--- src/design/erfe_pkg.sv ---
// Shared types and constants for the error flag register with events.
`timescale 1ns / 1ps

package erfe_pkg;

  localparam int VEC_W = 64;  // width of code, mask and flags_now ports
  localparam int IDX_W = 6;   // bit_index width
  localparam int CNT_W = 7;   // change_count width

  // command modes
  typedef enum logic [1:0] {
    MODE_LOAD   = 2'd0,
    MODE_MCLR   = 2'd1,
    MODE_CLRALL = 2'd2,
    MODE_UCLR   = 2'd3
  } mode_t;

  // result event kinds
  typedef enum logic [1:0] {
    EV_RAISE = 2'd0,
    EV_CLEAR = 2'd1,
    EV_NOCHG = 2'd2
  } ev_kind_t;

  // sequencer states
  typedef enum logic {
    ST_IDLE = 1'b0,
    ST_SCAN = 1'b1
  } state_t;

  // status of the bit under the scan unit
  typedef struct packed {
    logic hit;      // current bit changed
    logic set;      // current bit is set in the new vector
    logic is_last;  // no changed bits above the current one
    logic empty;    // no changed bits left at all
  } scan_stat_t;

endpackage

--- src/design/erfe_scan.sv ---
// Bit scan unit: shift registers that walk the changed-bit vector one bit a cycle while step is high.
`timescale 1ns / 1ps

module erfe_scan #(
  parameter int FLAG_BITS = 64
) (
  input  logic                        clk,
  input  logic                        load,
  input  logic                        step,
  input  logic [FLAG_BITS-1:0]        changed,
  input  logic [FLAG_BITS-1:0]        next_flags,
  output erfe_pkg::scan_stat_t        stat,
  output logic [erfe_pkg::IDX_W-1:0]  index
);

  logic [FLAG_BITS-1:0] chg_sr;
  logic [FLAG_BITS-1:0] nxt_sr;

  // load on command accept, shift right on each step
  always_ff @(posedge clk) begin
    if (load) begin
      chg_sr <= changed;
      nxt_sr <= next_flags;
      index  <= '0;
    end else if (step) begin
      chg_sr <= chg_sr >> 1;
      nxt_sr <= nxt_sr >> 1;
      index  <= index + 1'b1;
    end
  end

  // status of the bit at the bottom of the shifter
  always_comb begin
    stat.hit     = chg_sr[0];
    stat.set     = nxt_sr[0];
    stat.is_last = ((chg_sr >> 1) == '0);
    stat.empty   = (chg_sr == '0);
  end

endmodule

--- src/design/error_flag_register_with_events_core.sv ---
// Top level: flag register, mask register, scan sequencer and result register.
// The scan shifter walks one bit per cycle, but holds on a changed bit while the output is stalled.
// A command is taken only in idle, so a new one waits until the previous scan is done.
// in_stall is high while a command is scanned.
// Reset (rst, synchronous): flags and mask clear to zero, sequencer idle, no result pending.
`timescale 1ns / 1ps

module error_flag_register_with_events_core #(
  parameter int FLAG_BITS = 64
) (
  input  logic                                  clk,
  input  logic                                  rst,
  // configuration write
  input  logic                                  cfg_valid,
  output logic                                  cfg_ready,
  input  logic [erfe_pkg::VEC_W-1:0]            cfg_data,
  // command input
  input  logic                                  in_valid,
  output logic                                  in_stall,
  input  logic [1:0]                            mode,
  input  logic [erfe_pkg::VEC_W-1:0]            code,
  // result output
  output logic                                  out_valid,
  input  logic                                  out_stall,
  output logic [1:0]                            event_kind,
  output logic [erfe_pkg::IDX_W-1:0]            bit_index,
  output logic [erfe_pkg::CNT_W-1:0]            change_count,
  output logic [erfe_pkg::VEC_W-1:0]            flags_now,
  output logic                                  last
);

  erfe_pkg::state_t             state, state_next;
  logic [FLAG_BITS-1:0]         flags;
  logic [FLAG_BITS-1:0]         error_mask;
  logic [FLAG_BITS-1:0]         code_v;
  logic [FLAG_BITS-1:0]         flags_next;
  logic [FLAG_BITS-1:0]         changed;
  logic [erfe_pkg::CNT_W-1:0]   count;
  logic [erfe_pkg::CNT_W-1:0]   count_inc;
  erfe_pkg::scan_stat_t         stat;
  logic [erfe_pkg::IDX_W-1:0]   scan_idx;
  logic                         in_accept;
  logic                         out_free;
  logic                         scan_step;
  logic                         emit_event;
  logic                         emit_nochg;
  logic                         done;

  assign cfg_ready = 1'b1;
  assign in_accept = in_valid && !in_stall;
  assign out_free  = !out_valid || !out_stall;
  assign code_v    = code[FLAG_BITS-1:0];
  assign count_inc = count + 1'b1;

  // new flag vector for the command
  always_comb begin
    case (erfe_pkg::mode_t'(mode))
      erfe_pkg::MODE_LOAD:   flags_next = code_v;
      erfe_pkg::MODE_MCLR:   flags_next = flags & ~(code_v & ~error_mask);
      erfe_pkg::MODE_CLRALL: flags_next = flags & error_mask;
      default:               flags_next = flags & ~code_v;
    endcase
  end
  assign changed = flags ^ flags_next;

  // flag and mask registers
  always_ff @(posedge clk) begin
    if (rst) begin
      flags      <= '0;
      error_mask <= '0;
    end else begin
      if (cfg_valid && cfg_ready) error_mask <= cfg_data[FLAG_BITS-1:0];
      if (in_accept)              flags      <= flags_next;
    end
  end

  erfe_scan #(.FLAG_BITS(FLAG_BITS)) u_scan (
    .clk        (clk),
    .load       (in_accept),
    .step       (scan_step),
    .changed    (changed),
    .next_flags (flags_next),
    .stat       (stat),
    .index      (scan_idx)
  );

  // next state
  always_comb begin
    state_next = state;
    case (state)
      erfe_pkg::ST_IDLE: if (in_accept) state_next = erfe_pkg::ST_SCAN;
      erfe_pkg::ST_SCAN: if (done) state_next = erfe_pkg::ST_IDLE;
      default:           state_next = erfe_pkg::ST_IDLE;
    endcase
  end

  // sequencer outputs
  always_comb begin
    in_stall   = 1'b1;
    scan_step  = 1'b0;
    emit_event = 1'b0;
    emit_nochg = 1'b0;
    done       = 1'b0;
    case (state)
      erfe_pkg::ST_IDLE: in_stall = 1'b0;
      erfe_pkg::ST_SCAN: begin
        if (stat.empty) begin
          // nothing changed: one no-change result
          emit_nochg = out_free;
          done       = out_free;
        end else if (stat.hit) begin
          emit_event = out_free;
          scan_step  = out_free;
          done       = out_free && stat.is_last;
        end else begin
          scan_step  = 1'b1;
        end
      end
      default: in_stall = 1'b1;
    endcase
  end

  always_ff @(posedge clk) begin
    if (rst) state <= erfe_pkg::ST_IDLE;
    else     state <= state_next;
  end

  // events emitted so far for this command
  always_ff @(posedge clk) begin
    if (rst || in_accept) count <= '0;
    else if (emit_event)  count <= count_inc;
  end

  // result register
  always_ff @(posedge clk) begin
    if (rst) out_valid <= 1'b0;
    else if (emit_event || emit_nochg) out_valid <= 1'b1;
    else if (!out_stall) out_valid <= 1'b0;
  end

  always_ff @(posedge clk) begin
    if (emit_nochg) begin
      event_kind   <= erfe_pkg::EV_NOCHG;
      bit_index    <= '0;
      change_count <= '0;
      flags_now    <= erfe_pkg::VEC_W'(flags);
      last         <= 1'b1;
    end else if (emit_event) begin
      event_kind   <= stat.set ? erfe_pkg::EV_RAISE : erfe_pkg::EV_CLEAR;
      bit_index    <= scan_idx;
      change_count <= stat.is_last ? count_inc : '0;
      flags_now    <= stat.is_last ? erfe_pkg::VEC_W'(flags) : '0;
      last         <= stat.is_last;
    end
  end

endmodule

--- config.mk ---
export PLATFORM = sky130hd
export DESIGN_NAME = error_flag_register_with_events_core
export DESIGN_NICKNAME = d
export VERILOG_FILES = /design/src/design/erfe_pkg.sv /design/src/design/erfe_scan.sv /design/src/design/error_flag_register_with_events_core.sv
export SDC_FILE = /design/constraint.sdc
export NUM_CORES = 1
export LEC_CHECK = 0
export ABC_CLOCK_PERIOD_IN_PS = 8400
export BUFFER_PORTS_ARGS = -buffer_cell sky130_fd_sc_hd__buf_2
export CORE_MARGIN = 2
export CORE_UTILIZATION = 59
export CTS_CLUSTER_SIZE = 8
export DETAILED_ROUTE_END_ITERATION = 6
export PLACE_DENSITY = 0.88
export SYNTH_ARGS = -nofsm -noshare
export SYNTH_HDL_FRONTEND = slang
export SYNTH_SLANG_ARGS = --single-unit
--- constraint.sdc ---
create_clock -name clk -period 8.4 [get_ports clk]
set_input_delay 1.26 -clock clk [delete_from_list [all_inputs] [get_ports clk]]
set_output_delay 1.26 -clock clk [all_outputs]
set_load 0.01 [all_outputs]
==> impl_metrics.tcl <==
set metrics [dict create \
    setup_violations 0 \
    hold_buffers 0 \
    drtAntennaViolNets 0 \
    hold_violations 0 \
    synth_top_area_share_pct 36.8 \
    cpMaxStageDelayCell "buf_4" \
    clockPowerShare_pct 41.7 \
    met3_length_um 3060 \
    layout_commonest_cell "nor2_1" \
    max_cap_violations 0 \
    path_clk_slew_ps 50 \
    critPathMaxStageDelay_ps 610 \
    tightest_slew_ps 1230 \
    cts_setup_buffers 0 \
    critical_path_arrival_ps 4040 \
    vias 12300 \
    core_um2 26100 \
    ys_warn_count 0 \
    top_level_ports 218 \
    max_freq_mhz 259 \
    hp-class "reg -> reg" \
    power_switching_uw 1080 \
    syn_inst 1588 \
    final_cell_mix "nor2_1 (327), buf_2 (214), edfxtp_1 (192)" \
    wirelength_um 38100 \
    yosysUniqueCellTypes 39 \
    first_global_vias 12100 \
    setup_slack_ps 4540 \
    die_area_um2 27900 \
    place_ws_ps 4530 \
    h-tree-depth 2 \
    syn_avg_cell_area_um2 9.88 \
    combPwrFrac_pct 10.4 \
    critical_path_class "reg -> reg" \
    drive_gt1_share_pct 16.0 \
    ys.flop_type "edfxtp_1" \
    fin_skew_ps 18.5 \
    antenna_found_initial 1 \
    placedCellCount 2051 \
    rows 59 \
    nets 1907 \
    fin_cells 2140 \
    p_seq_share_pct 47.8 \
    wire_per_inst_um 17.8 \
    ys_ff_latch 351 \
    maxSlewViolCount 0 \
    first_iter_violations 1190 \
    wl_met2_um 18300 \
    slew-limit-headroom_pct 18.2 \
    drcViolationCount 0 \
    critPathMaxFanout 65 \
    vias_per_cell 5.76 \
    cts.repair.resized 0 \
    finalCritPeriodShare_pct 45.9 \
    status "finished clean" \
    fin_crit_ps 3860 \
    cp_common_cell "buf_4" \
    hpwlAfterDp_um 23100 \
    firstDrtPassIters 5 \
    clockBufferDepth 3 \
    intPower_uw 3280 \
    grt_max_degree 135 \
    final.setup.tns_ps 0 \
    clk_latency_ps 550 \
    met1Wirelength_um 15500 \
    gp_congestion 0.855 \
    seqCellArea_um2 8950 \
    clock-sinks 351 \
    synth_area_leaders "edfxtp_1 (37%), dfxtp_1 (20%), nor2_1 (7.8%), and2_1 (5.1%), mux2i_1 (4.5%)" \
    syn2layout_area_growth_pct 16.8 \
    synth-edff-count 192 \
    numCtsBuffers 49 \
    cts_tree "built" \
    grt_setup_unrepaired "false" \
    multi_input_area_um2 6350 \
    die_w_um 167 \
    maxUsedRoutingLayer "met4" \
    ys_seq_area_share_pct 57.1 \
    max-vdd-ir-drop_mv 0.226 \
    die_y_um 167 \
    synth_area_um2 15700 \
    grt_pass1_wl_um 60900 \
    cts_root_buf "clkbuf_16" \
    track_usage_pct 26.8 \
    synth_nets 1728 \
    cp_cell_sequence "nor4_1 -> nand4_1 -> nor4_4 -> buf_4 -> a21o_1 -> nand2_4 -> buf_4" \
    end_kind "flop" \
    overflow 0 \
    fill_cells 1864 \
    io_buffer_count 216 \
    p_sw_share_pct 24.7 \
    crit_path_start_kind "flop" \
    p_leak_uw 0.00762 \
    initial_core_util_pct 60.2 \
    power_density_nw_per_um2 238 \
    synth_top_area_cell "edfxtp_1" \
    worstPathRequired_ps 8580 \
    async_flop_share_pct 0 \
]
-- power groups by stage --
stage / combinational (uW) / clock (uW) / sequential (uW)
floorplan: 302 / 0 / 2090
global placement: 425 / 0 / 2100
detailed placement: 445 / 0 / 2110
CTS: 453 / 1830 / 2080
global route: 506 / 1910 / 2100
finish: 454 / 1820 / 2080
-- worst max-delay path, delay by kind of cell, from the launching register on --
kind | cells | cell delay [ps]
AOI/OAI and AO/OA | 1 | 320
buffers and inverters | 2 | 1070
DFF | 1 | 440
and+or+nand+nor | 4 | 1600
-- final cells by class --
class | instances | area share, %
multi-input cells | 1133 | 34.6
clock buffers | 86 | 7.68
inverters | 5 | 0.109
clock inverters | 1 | 0.0478
diodes | 2 | 0.0273
repair buffers | 227 | 6.38
well taps | 335 | 2.29
flip-flops and latches | 351 | 48.8
-- state kept, by name, summed over array words and instances, names as in the netlist --
signal	count
bit_index	6
change_count	7
count	7
error_mask	64
event_kind	2
flags	64
flags_now	64
last	1
out_valid	1
state	1
u_scan.chg_sr	64
u_scan.index	6
u_scan.nxt_sr	64
-- synthesized netlist by cell type (all sizes together) (65+ instances only) --
cell type	n
o2bb2ai	70
a21oi	68
nor3	65
nor2b	66
mux2i	70
nor2	327
and2	127
clkbuf	74
dfxtp	159
edfxtp	192
nand2	143
-- worst paths after layout --
kind	start	to	slack [ps]	cells past startpoint
max	u_scan.chg_sr[51]	u_scan.nxt_sr[18]	4540	7
min	u_scan.nxt_sr[0]	event_kind[0]	450	1
max reg2reg	u_scan.chg_sr[51]	u_scan.nxt_sr[18]	4540	7
min reg2reg	u_scan.nxt_sr[0]	event_kind[0]	450	1
-- metal layers --
layer / GRT usage [%] / up-vias
li1: - / 5878
met1: 34.9 / 5770
met2: 44.6 / 573
met3: 4.82 / 100
met4: 10.6 / 0
met5: 0 / -
-- per-stage QoR --
stage               util (%)  power (uW)  hold WS (ps)  instance area [um^2]
finish                  70.3        4360           453                 18300
detailed placement      64.9        2560           440                 16900
CTS                     70.3        4370           452                 18300
global route            70.3        4520           468                 18300
floorplan                  -        2390           398                 15700
global placement        64.9        2530           430                 16900
-- logic make-up after synthesis --
family                     count (synthesis)  synth area share, %
DFF                                      351                 57.1
AOI/OAI and AO/OA                        282                 12.1
muxes                                     70                 4.47
other                                      1               0.0239
and+or+nand+nor                          764                 22.6
buffers and inverters                    104                 2.75
xor gates and xnor gates                  11                0.614
adders and majority gates                  5                0.399
Power figures use the tool's default switching activity.
